<file path="src/hdl/assert_macros.svh">
// ----------------------------------------------------------------------------
// assert_macros
// Assertion helpers shared by the RTL.
// ----------------------------------------------------------------------------
`ifndef ASSERT_MACROS_SVH
`define ASSERT_MACROS_SVH
// Implication checked on every clock edge outside reset.
`define ASSERT_IMPL(label, clk, rst, pre, post) \
   label: assert property (@(posedge clk) disable iff (rst) (pre) |-> (post)) \
      else $error("assertion failed");
// Next-cycle implication checked outside reset.
`define ASSERT_NEXT(label, clk, rst, pre, post) \
   label: assert property (@(posedge clk) disable iff (rst) (pre) |=> (post)) \
      else $error("assertion failed");
`endif

</file>
<file path="src/hdl/pmst_pkg.sv">
// ----------------------------------------------------------------------------
// pmst_pkg
// Shared constants and types of the spanning tree block.
// ----------------------------------------------------------------------------
package pmst_pkg;
   localparam int MaxVert = 64;
   localparam int VW = $clog2(MaxVert);
   localparam int AW = 2 * VW;
   localparam int KW = 31;
   localparam int CW = 7;
   // Width of the per-entry epoch mark in the edge store.
   localparam int EW = 4;

   localparam logic OP_EDGE  = 1'b0;
   localparam logic OP_SOLVE = 1'b1;

   localparam logic [2:0] ST_TREE_EDGE = 3'd0;
   localparam logic [2:0] ST_EMPTY     = 3'd1;
   localparam logic [2:0] ST_NO_TREE   = 3'd2;
   localparam logic [2:0] ST_BAD_VERT  = 3'd3;
   localparam logic [2:0] ST_BAD_LEN   = 3'd4;
   localparam logic [2:0] ST_TOO_MANY  = 3'd5;
   localparam logic [2:0] ST_FAILED    = 3'd6;

   // Request from the sequencer to the edge store.
   typedef struct packed {
      logic          wr;
      logic [AW-1:0] waddr;
      logic [KW-1:0] wdata;
      logic          clr;
      logic [AW-1:0] raddr;
   } mem_req_type;
endpackage

</file>
<file path="src/hdl/pmst_seq.sv">
// ----------------------------------------------------------------------------
// pmst_seq
// Sequencer: edge checks and Prim relax and pick passes.
// ----------------------------------------------------------------------------
module pmst_seq import pmst_pkg::*; (
   input  logic          clock,
   input  logic          reset,
   input  logic          csr_write,
   input  logic [CW-1:0] csr_data,
   input  logic          req_valid,
   output logic          req_stall,
   input  logic          req_opcode,
   input  logic [7:0]    req_first_vertex,
   input  logic [7:0]    req_second_vertex,
   input  logic [32:0]   req_edge_length,
   output logic          rsp_valid,
   input  logic          rsp_stall,
   output logic [2:0]    rsp_status,
   output logic [6:0]    rsp_child_vertex,
   output logic [6:0]    rsp_parent_vertex,
   output logic          rsp_last,
   output mem_req_type   mreq,
   input  logic          store_busy,
   input  logic          rd_present,
   input  logic [KW-1:0] rd_weight
);
   typedef enum logic [3:0] {
      S_IDLE, S_WR2, S_RELAX, S_RWAIT, S_PICK, S_PWAIT, S_EREAD, S_EMIT, S_ONE,
      S_DONE
   } state_type;

   state_type     state_ff;
   logic [CW-1:0] nv_ff;
   logic [11:0]   count_ff;
   logic          failed_ff;
   logic [VW-1:0] a_ff, b_ff;
   logic [KW-1:0] len_ff;
   logic [VW:0]   u_ff, j_ff, jd_ff, added_ff;
   logic [VW:0]   pick_ff;
   logic [KW-1:0] pkey_ff;
   logic [KW-1:0] key_ff [MaxVert];
   logic [VW-1:0] par_ff [MaxVert];
   logic [KW-1:0] kq_ff;
   logic [VW-1:0] pq_ff;
   logic [MaxVert-1:0] kv_ff, tree_ff;
   logic          rv_ff;
   logic [2:0]    rst_ff;
   logic [6:0]    rc_ff, rp_ff;
   logic          rl_ff;

   logic [VW:0]   n;
   logic [12:0]   n13;
   logic [12:0]   limit;
   logic          fire, dsel, cand;
   logic [2:0]    chk;
   logic [VW-1:0] jd, jw;

   assign n = (nv_ff > CW'(MaxVert)) ? (VW+1)'(MaxVert) : nv_ff[VW:0];
   assign n13 = 13'(n);
   assign limit = (n13 * (n13 - {12'd0, n != 0})) >> 1;
   assign fire = req_valid && !req_stall;
   assign req_stall = (state_ff != S_IDLE) || rv_ff || store_busy;
   assign jd = jd_ff[VW-1:0];
   assign jw = j_ff[VW-1:0];
   // One compare decides relax updates and a second one decides picks; the key
   // arrives registered in the cycle after its address.
   assign dsel = rd_weight < kq_ff;
   assign cand = !tree_ff[jd] && kv_ff[jd] && (pick_ff == n || kq_ff < pkey_ff);

   always_comb begin
      chk = ST_TREE_EDGE;
      priority if ({1'b0, count_ff} >= limit) chk = ST_TOO_MANY;
      else if (req_first_vertex == 8'd0 || req_first_vertex > {{(7-VW){1'b0}}, n}
         || req_second_vertex == 8'd0
         || req_second_vertex > {{(7-VW){1'b0}}, n}) chk = ST_BAD_VERT;
      else if (req_edge_length[32:31] != 2'b00) chk = ST_BAD_LEN;
      else chk = ST_TREE_EDGE;
   end

   always_comb begin
      mreq = '0;
      mreq.raddr = {u_ff[VW-1:0], jw};
      if (state_ff == S_IDLE && fire && req_opcode == OP_EDGE && !failed_ff
          && chk == ST_TREE_EDGE) begin
         mreq.wr = 1'b1;
         mreq.waddr = {VW'(req_first_vertex - 8'd1), VW'(req_second_vertex - 8'd1)};
         mreq.wdata = req_edge_length[KW-1:0];
      end else if (state_ff == S_WR2) begin
         mreq.wr = 1'b1;
         mreq.waddr = {b_ff, a_ff};
         mreq.wdata = len_ff;
      end
      mreq.clr = (state_ff == S_DONE);
   end

   always_ff @(posedge clock) begin
      kq_ff <= key_ff[jw];
      pq_ff <= par_ff[jw];
   end

   always_ff @(posedge clock) begin
      if (reset) begin
         state_ff <= S_IDLE; nv_ff <= '0; count_ff <= '0; failed_ff <= 1'b0;
         rv_ff <= 1'b0; kv_ff <= '0; tree_ff <= '0;
      end else begin
         if (csr_write) nv_ff <= csr_data;
         if (rv_ff && !rsp_stall && state_ff != S_EMIT) rv_ff <= 1'b0;
         unique case (state_ff)
            S_IDLE: begin
               if (fire) begin
                  if (req_opcode == OP_EDGE) begin
                     if (!failed_ff) begin
                        if (chk != ST_TREE_EDGE) begin
                           failed_ff <= 1'b1; rv_ff <= 1'b1; rst_ff <= chk;
                           rc_ff <= '0; rp_ff <= '0; rl_ff <= 1'b1;
                        end else begin
                           a_ff <= VW'(req_first_vertex - 8'd1);
                           b_ff <= VW'(req_second_vertex - 8'd1);
                           len_ff <= req_edge_length[KW-1:0];
                           count_ff <= count_ff + 12'd1;
                           state_ff <= S_WR2;
                        end
                     end
                  end else begin
                     rc_ff <= '0; rp_ff <= '0; rl_ff <= 1'b1;
                     if (failed_ff) begin
                        rst_ff <= ST_FAILED; state_ff <= S_ONE;
                     end else if (n == 0) begin
                        rst_ff <= ST_NO_TREE; state_ff <= S_ONE;
                     end else if (n == 1) begin
                        rst_ff <= ST_EMPTY; state_ff <= S_ONE;
                     end else begin
                        kv_ff <= '0; tree_ff <= {{(MaxVert-1){1'b0}}, 1'b1};
                        u_ff <= '0; j_ff <= '0; added_ff <= (VW+1)'(1);
                        state_ff <= S_RELAX;
                     end
                  end
               end
            end
            S_WR2: state_ff <= S_IDLE;
            S_RELAX: begin
               // Read issued for j_ff; result lands next cycle as jd_ff.
               jd_ff <= j_ff; j_ff <= j_ff + 1'b1;
               state_ff <= S_RWAIT;
            end
            S_RWAIT: begin
               if (!tree_ff[jd] && rd_present && (!kv_ff[jd] || dsel)) begin
                  key_ff[jd] <= rd_weight; kv_ff[jd] <= 1'b1;
                  par_ff[jd] <= u_ff[VW-1:0];
               end
               if (j_ff == n) begin
                  if (added_ff == n) begin
                     j_ff <= (VW+1)'(1); state_ff <= S_EREAD;
                  end else begin
                     j_ff <= '0; pick_ff <= n; state_ff <= S_PICK;
                  end
               end else begin
                  state_ff <= S_RELAX;
               end
            end
            S_PICK: begin
               jd_ff <= j_ff; j_ff <= j_ff + 1'b1;
               state_ff <= S_PWAIT;
            end
            S_PWAIT: begin
               if (cand) begin
                  pick_ff <= jd_ff; pkey_ff <= kq_ff;
               end
               if (j_ff == n) begin
                  j_ff <= '0;
                  if (!cand && pick_ff == n) begin
                     rst_ff <= ST_NO_TREE; state_ff <= S_ONE;
                  end else begin
                     u_ff <= cand ? jd_ff : pick_ff;
                     tree_ff[cand ? jd : pick_ff[VW-1:0]] <= 1'b1;
                     added_ff <= added_ff + 1'b1;
                     state_ff <= S_RELAX;
                  end
               end else begin
                  state_ff <= S_PICK;
               end
            end
            S_EREAD: state_ff <= S_EMIT;
            S_EMIT: begin
               if (!rv_ff || !rsp_stall) begin
                  rv_ff <= 1'b1; rst_ff <= ST_TREE_EDGE;
                  rc_ff <= 7'(j_ff) + 7'd1;
                  rp_ff <= 7'(pq_ff) + 7'd1;
                  rl_ff <= (j_ff == n - 1'b1);
                  if (j_ff == n - 1'b1) begin
                     state_ff <= S_DONE;
                  end else begin
                     j_ff <= j_ff + 1'b1; state_ff <= S_EREAD;
                  end
               end
            end
            S_ONE: begin
               rv_ff <= 1'b1; state_ff <= S_DONE;
            end
            S_DONE: begin
               count_ff <= '0; failed_ff <= 1'b0; state_ff <= S_IDLE;
            end
            default: state_ff <= S_IDLE;
         endcase
      end
   end

   assign rsp_valid = rv_ff;
   assign rsp_status = rst_ff;
   assign rsp_child_vertex = rc_ff;
   assign rsp_parent_vertex = rp_ff;
   assign rsp_last = rl_ff;
endmodule

</file>
<file path="config.mk">
export PLATFORM = sky130hd
export DESIGN_NAME = pmst_seq
export DESIGN_NICKNAME = d
export VERILOG_FILES = /design/src/hdl/assert_macros.svh /design/src/hdl/pmst_pkg.sv /design/src/hdl/pmst_seq.sv
export SDC_FILE = /design/constraint.sdc
export NUM_CORES = 2
export LEC_CHECK = 0
export ABC_AREA = 1
export ABC_CLOCK_PERIOD_IN_PS = 25600
export BUFFER_PORTS_ARGS = -buffer_cell sky130_fd_sc_hd__buf_2
export CORE_MARGIN = 2
export CORE_UTILIZATION = 34
export DETAILED_ROUTE_END_ITERATION = 8
export PLACE_DENSITY = 0.5
export SLEW_MARGIN = 20
export SYNTH_ARGS = -nofsm -noshare
export SYNTH_HDL_FRONTEND = slang
export SYNTH_SLANG_ARGS = --single-unit
</file>
<file path="constraint.sdc">
create_clock -name clock -period 25.6 [get_ports clock]
set_input_delay 2.56 -clock clock [delete_from_list [all_inputs] [get_ports clock]]
set_output_delay 2.56 -clock clock [all_outputs]
set_load 0.03 [all_outputs]
</file>
### Word level (Yosys, flattened, before mapping)

Memory sizes are Yosys's and may differ from the RTL's. A register that Yosys moved wholly into a read port is not among the register bits.
Cells that the tools add are included.

| word-level totals | value |
|---|---|
| input bits | 95 |
| bits in latches | 0 |
| output and inout port bits | 77 |
| logic and storage cells | 256 |
| memory bits (read-only) | 0 |
| memory bits (writable) | 2,368 |
| bits in registers | 279 |
| memories | 2 |

Memories:

| name | words | width | read ports | clocked after memory_dff | write ports | line | text |
|---|---|---|---|---|---|---|---|
| key_ff | 64 | 31 | 1 | 1 | 1 | pmst_seq.sv:41 | `logic [KW-1:0] key_ff [MaxVert];` |
| par_ff | 64 | 6 | 1 | 1 | 1 | pmst_seq.sv:42 | `logic [VW-1:0] par_ff [MaxVert];` |

| operators by class | value |
|---|---|
| shift-type cells | 0 |
| order comparisons | 10 |
| muxes and demuxes | 116 |
| equal/unequal tests | 34 |
| reductions and logical operators | 59 |
| div/mod/pow operators | 0 |
| add/subtract/negate cells | 8 |
| $mul | 1 |
| bitwise gates (word level) | 6 |

Operators with widths:

| operator | count |
|---|---|
| $mux W64 | 13 |
| $pmux W64 S2 | 2 |
| $mux W7 | 26 |
| $or A64 B64 Y64 | 2 |
| $mux W44 | 2 |
| $lt A31 B31 Y1 | 2 |
| $pmux W7 S2 | 4 |
| $mux W12 | 4 |
| $mux W4 | 12 |
| $mux W3 | 13 |
| $pmux W7 S5 | 1 |
| $pmux W4 S8 | 1 |
| $ne A2 B2 Y1 const B | 15 |
| $eq A7 B7 Y1 | 4 |
| $mux W1 | 24 |
| $pmux W12 S2 | 1 |
| $mux W6 | 3 |
| $reduce_and A9 Y1 | 2 |
| $eq A4 B3 Y1 const B | 4 |
| $gt A8 B7 Y1 | 2 |
| $logic_not A8 Y1 | 2 |
| $add A7 B1 Y7 const B | 2 |
| $logic_and A1 B1 Y1 | 14 |
| $lt A6 B7 Y1 const B | 2 |
| other kinds (44) | 77 |

### Logic depth before layout (Yosys ltp)

| logic depth | value |
|---|---|
| depth in word-level cells | 14 |
| depth in mapped cells | 43 |
| gate-level depth less buffers | 42 |

### Worst setup path after synthesis

Ideal clock, no wire load.

| path | value |
|---|---|
| path type | flip-flop to output port |
| start | reg nv_ff[6] |
| end | out mreq[16] in the netlist's numbering |
| required time | 23.040 ns |
| path slack | 15.266 ns |
| cell stages (with the launch flop) | 41 |
| arrival | 7.774 ns |
| path buffers | 2 |
| cell sequence | dfxtp_1 -> inv_2 -> nand2_2 -> clkbuf_1 -> ha_1 -> inv_1 -> nor2_1 -> nand2_1 -> ha_1 -> ha_1 -> inv_1 -> ha_1 -> or2_2 -> fa_1 -> fa_1 -> inv_1 -> fa_1 -> inv_1 -> [5 not listed] -> a21oi_1 -> o21bai_1 -> nand2_1 -> nand2_1 -> a21oi_1 -> xnor2_1 -> ha_1 -> nand2_1 -> inv_1 -> nand3_1 -> nor3_1 -> a21boi_0 -> nor2_1 -> nand3_1 -> nor3_1 -> clkbuf_1 -> nand2_1 -> nand2_1 |

RTL lines:

| item | line | text |
|---|---|---|
| start, declared | pmst_seq.sv:33 | `logic [CW-1:0] nv_ff;` |
| start signal, assigned | pmst_seq.sv:106 | `if (csr_write) nv_ff <= csr_data;` |
| end, declared | pmst_seq.sv:22 | `output mem_req_type mreq,` |

==> report_table.html <==
<table>
<tr><th>Metric</th><th>Value</th></tr>
<tr><th colspan="2">Setup path</th></tr>
<tr><td>Largest driver fanout on the critical path</td><td>between 40 and 50</td></tr>
<tr><td>Delay of the slowest critical-path stage</td><td>between 600 and 700 ps</td></tr>
<tr><td>Cell family with most CP delay</td><td>adder cells</td></tr>
<tr><td>Crit path launch type</td><td>register</td></tr>
<tr><td>Reg2reg start</td><td>nv_ff[6]</td></tr>
<tr><td>Worst endpoint data arrival time</td><td>a little over 10,000 ps</td></tr>
<tr><td>Cell type with the highest occurrence count on the critical path</td><td>nand2_1</td></tr>
<tr><td>Capturing element type of the critical path</td><td>output port</td></tr>
<tr><td>Type of the worst setup path</td><td>reg -&gt; out</td></tr>
<tr><td>Required time reported for the critical path endpoint</td><td>roughly 23,000 ps</td></tr>
<tr><td>Sum of buffers and inverters on the critical path</td><td>8</td></tr>
<tr><td>Critical Path Slowest Stage Cell</td><td>dfxtp_1</td></tr>
<tr><td>CP Launch Point</td><td>nv_ff[6]</td></tr>
<tr><th colspan="2">Global routing</th></tr>
<tr><td>Via count of the first global-routing pass</td><td>72,800</td></tr>
<tr><td>Number of antenna violations at the first check in global routing</td><td>20</td></tr>
<tr><td>Global-route total usage across every layer</td><td>21.54%</td></tr>
<tr><td>Global-route wire length before repair</td><td>around 520 mm</td></tr>
<tr><td>Total global routing overflow</td><td>0</td></tr>
<tr><td>Pin count of the biggest net entering global routing</td><td>119</td></tr>
<tr><th colspan="2">Clock network</th></tr>
<tr><td>Maximum root-to-sink buffer count</td><td>4</td></tr>
<tr><td>Cell at the root of the clock tree</td><td>clkbuf_16</td></tr>
<tr><td>Cts hold-fix bufs</td><td>0</td></tr>
<tr><td>Sink count of the clock tree</td><td>~2,700</td></tr>
<tr><td>Clock network latency to the later pin of the worst-skew pair</td><td>about 930 ps</td></tr>
<tr><td>Register clock-pin slew on the reported worst setup and hold paths</td><td>approximately 60 ps</td></tr>
<tr><td>Clock tree from TritonCTS</td><td>done</td></tr>
<tr><td>H-tree levels</td><td>5</td></tr>
<tr><td>Number of buffers added for setup after CTS</td><td>0</td></tr>
<tr><td>Number of buffers added by the clock tree synthesis step</td><td>a little under 300</td></tr>
<tr><td>Post-cts gate resize count</td><td>0</td></tr>
<tr><th colspan="2">Yosys</th></tr>
<tr><td>Netlist cell types</td><td>53</td></tr>
<tr><td>Yosys top cell area share</td><td>about two thirds</td></tr>
<tr><td>Top cells by area in the synthesized netlist</td><td>edfxtp_1, o21ai_0, nor2_1, o22ai_1, dfxtp_1</td></tr>
<tr><td>Synth Register Bits</td><td>between 2,000 and 3,000</td></tr>
<tr><td>Most frequently used cell type in the post-synthesis netlist</td><td>edfxtp_1</td></tr>
<tr><td>Commonest cells post-synth</td><td>edfxtp_1, nor2_1, o21ai_0</td></tr>
<tr><td>Share of synthesized flip-flops with an asynchronous set or reset</td><td>0%</td></tr>
<tr><td>Sequential-to-total area share from yosys stat</td><td>71.22%</td></tr>
<tr><td>Avg Cell Area, Syn</td><td>approximately 12 um2</td></tr>
<tr><td>Leading register cell type out of synthesis</td><td>edfxtp_1</td></tr>
<tr><td>Synth area leader</td><td>edfxtp_1</td></tr>
<tr><td>Count of yosys warnings during synthesis</td><td>0</td></tr>
<tr><td>Syn Inst Count</td><td>roughly 9,200</td></tr>
<tr><td>Post-synth design cell area</td><td>110,500 um2</td></tr>
<tr><td>Number of flops mapped to enable cells by yosys</td><td>~2,500</td></tr>
<tr><td>Post-Syn Nets</td><td>approximately 9,500</td></tr>
<tr><th colspan="2">STA</th></tr>
<tr><td>Setup total negative slack</td><td>0 ps</td></tr>
<tr><td>Total count of hold-check failures in the final report</td><td>0</td></tr>
<tr><td>Normalized max-slew margin</td><td>approximately a fifth</td></tr>
<tr><td>Unrepaired setup endpoints after global routing</td><td>false</td></tr>
<tr><td>Final setup violation count</td><td>0</td></tr>
<tr><td>Clock skew</td><td>approximately 73 ps</td></tr>
<tr><td>Final period utilization</td><td>around half</td></tr>
<tr><td>Shortest clock period the worst path allows after layout</td><td>~13,000 ps</td></tr>
<tr><td>Maximum clock rate</td><td>78.13 MHz</td></tr>
<tr><td>Slew at the pin with the worst max-slew slack</td><td>around 1200 ps</td></tr>
<tr><td>Final-report max-slew violation count</td><td>0</td></tr>
<tr><th colspan="2">Drt</th></tr>
<tr><td>Detail-routed net length per standard cell</td><td>around 26 um</td></tr>
<tr><td>Via density per instance</td><td>about 5.5</td></tr>
<tr><td>Antenna Violating Nets Remaining</td><td>0</td></tr>
<tr><td>Iteration-0 DRC Markers</td><td>roughly 7,800</td></tr>
<tr><td>DRC violation count after routing</td><td>0</td></tr>
<tr><td>Total length of routed wires</td><td>366.6 mm</td></tr>
<tr><td>Initial DRT Pass Iterations</td><td>6</td></tr>
<tr><td>Via count</td><td>76,150</td></tr>
<tr><th colspan="2">Die</th></tr>
<tr><td>Chip Width</td><td>between 500 and 600 um</td></tr>
<tr><td>Die area</td><td>329,600 um2</td></tr>
<tr><td>Effective utilization at floorplan</td><td>between 30 and 40%</td></tr>
<tr><td>Area of the core</td><td>between 300,000 and 400,000 um2</td></tr>
<tr><td>Number of top-level pins</td><td>~170</td></tr>
<tr><td>Die Y-Extent</td><td>roughly 570 um</td></tr>
<tr><td>Number of placement rows</td><td>209</td></tr>
<tr><th colspan="2">Pwr</th></tr>
<tr><td>Peak VDD IR</td><td>0.04828 mV</td></tr>
<tr><td>Pwr Density</td><td>~75 nW/um2</td></tr>
<tr><td>Leak</td><td>between 0.04 and 0.05 uW</td></tr>
<tr><th colspan="2">Flow run</th></tr>
<tr><td>Max_cap viols</td><td>0</td></tr>
<tr><th colspan="2">Run status</th></tr>
<tr><td>Status</td><td>completed</td></tr>
<tr><th colspan="2">Placed design</th></tr>
<tr><td>Gpl congestion</td><td>about 0.85</td></tr>
<tr><td>Port Buffers</td><td>171</td></tr>
<tr><td>Final HPWL from detailed placement</td><td>approximately 200 mm</td></tr>
<tr><td>Instance count after placement with tap cells included</td><td>13,340</td></tr>
<tr><td>Placed cell areas</td><td>~120,000 um2</td></tr>
<tr><th colspan="2">Layout</th></tr>
<tr><td>Fraction of final layout cells with drive strength greater than 1</td><td>9.798%</td></tr>
<tr><td>Post-layout instance count excluding filler cells</td><td>between 10,000 and 15,000</td></tr>
<tr><td>Number of filler cells placed in the layout</td><td>a little over 30,000</td></tr>
<tr><td>Post-layout instance area</td><td>125,700 um2</td></tr>
<tr><td>Growth of design area from synthesis to finish</td><td>13.76%</td></tr>
<tr><td>Final-stage net count</td><td>~9,600</td></tr>
<tr><th colspan="2">Worst hold path</th></tr>
<tr><td>Hold Path Class</td><td>reg -&gt; reg</td></tr>
<tr><td>HP Start</td><td>kq_ff[0]</td></tr>
</table>
## cells in the final DEF, fill, tap and decap left out, drive strengths merged, types with 4 or more instances in the layout
cell and n:
edfxtp 2494, nor2 1851, o21ai 1545, o22ai 739, nand2 495, buf 408, inv 407, clkbuf 387
nand3 236, a21oi 205, dfxtp 190, ha 133, clkinv 112, nor3 105, o32ai 41, nand4 36
xor2 31, fa 31, xnor2 17, diode 14, bufinv 13, o21bai 10, or2 9, o211ai 7
clkinvlp 7, nor4 6, o21a 4
## power by group
group / switching, uW / internal, uW / total [uW]
Clock: 1770 / 2320 / 4080
Combinational: 369 / 129 / 498
Sequential: 8.82 / 4790 / 4800
## final timing paths
check	to	slack, ps	cells after the start
max reg2reg	count_ff[0]	15810	38
min	pkey_ff[0]	440	0
min reg2reg	pkey_ff[0]	440	0
max	mreq[28]	12800	39
## metrics by stage
| step | total power (uW) | util (%) | setup slack, ps | hold WS (ps) |
|---|---|---|---|---|
| final | 9385 | 38.83 | 12800 | 439.1 |
| after global routing | 9667 | 38.82 | 11910 | 456.9 |
| after CTS | 9453 | 38.81 | 12720 | 443.9 |
| after detailed placement | 5392 | 35.98 | 13700 | 435.0 |
| after global placement | 5387 | 35.97 | 13710 | 419.3 |
| after floorplan | 5166 | - | 15270 | 408.2 |
## cell type report
type	count	area (um2)	share of cell area, %
diodes	14	35.03	0.02787
clock inverters	142	1286	1.023
clock buffers	387	7874	6.264
inverters	397	1523	1.211
repair buffers	408	2723	2.166
flip-flops and latches	2684	78700	62.61
well taps	4325	5411	4.305
multi-input cells	5525	28150	22.40
## metal layers
layer,wire length [um],global-route usage (%),share of wire [%]
met1,159600,30.00,44
met2,171100,35.05,47
met3,25700,2.966,7.0
met4,10130,6.227,2.8
met5,55,0,0.015
## cell families after synthesis
group / after synthesis / share of synthesized area [%]
buffers and inverters: 1024 / 3.636
adders and majority gates: 164 / 2.068
DFF: 2684 / 71.22
and+or+nand+nor: 2743 / 9.972
AOI/OAI and AO/OA: 2570 / 12.72
xor gates and xnor gates: 48 / 0.3805
## flip-flops by register name (all words and copies together) (netlist names), 12 cells and up
signal    flops
len_ff       31
count_ff     12
tree_ff      64
kv_ff        64
key_ff     1984
kq_ff        31
par_ff      384
pkey_ff      31
(Power assumes the default switching activity.)
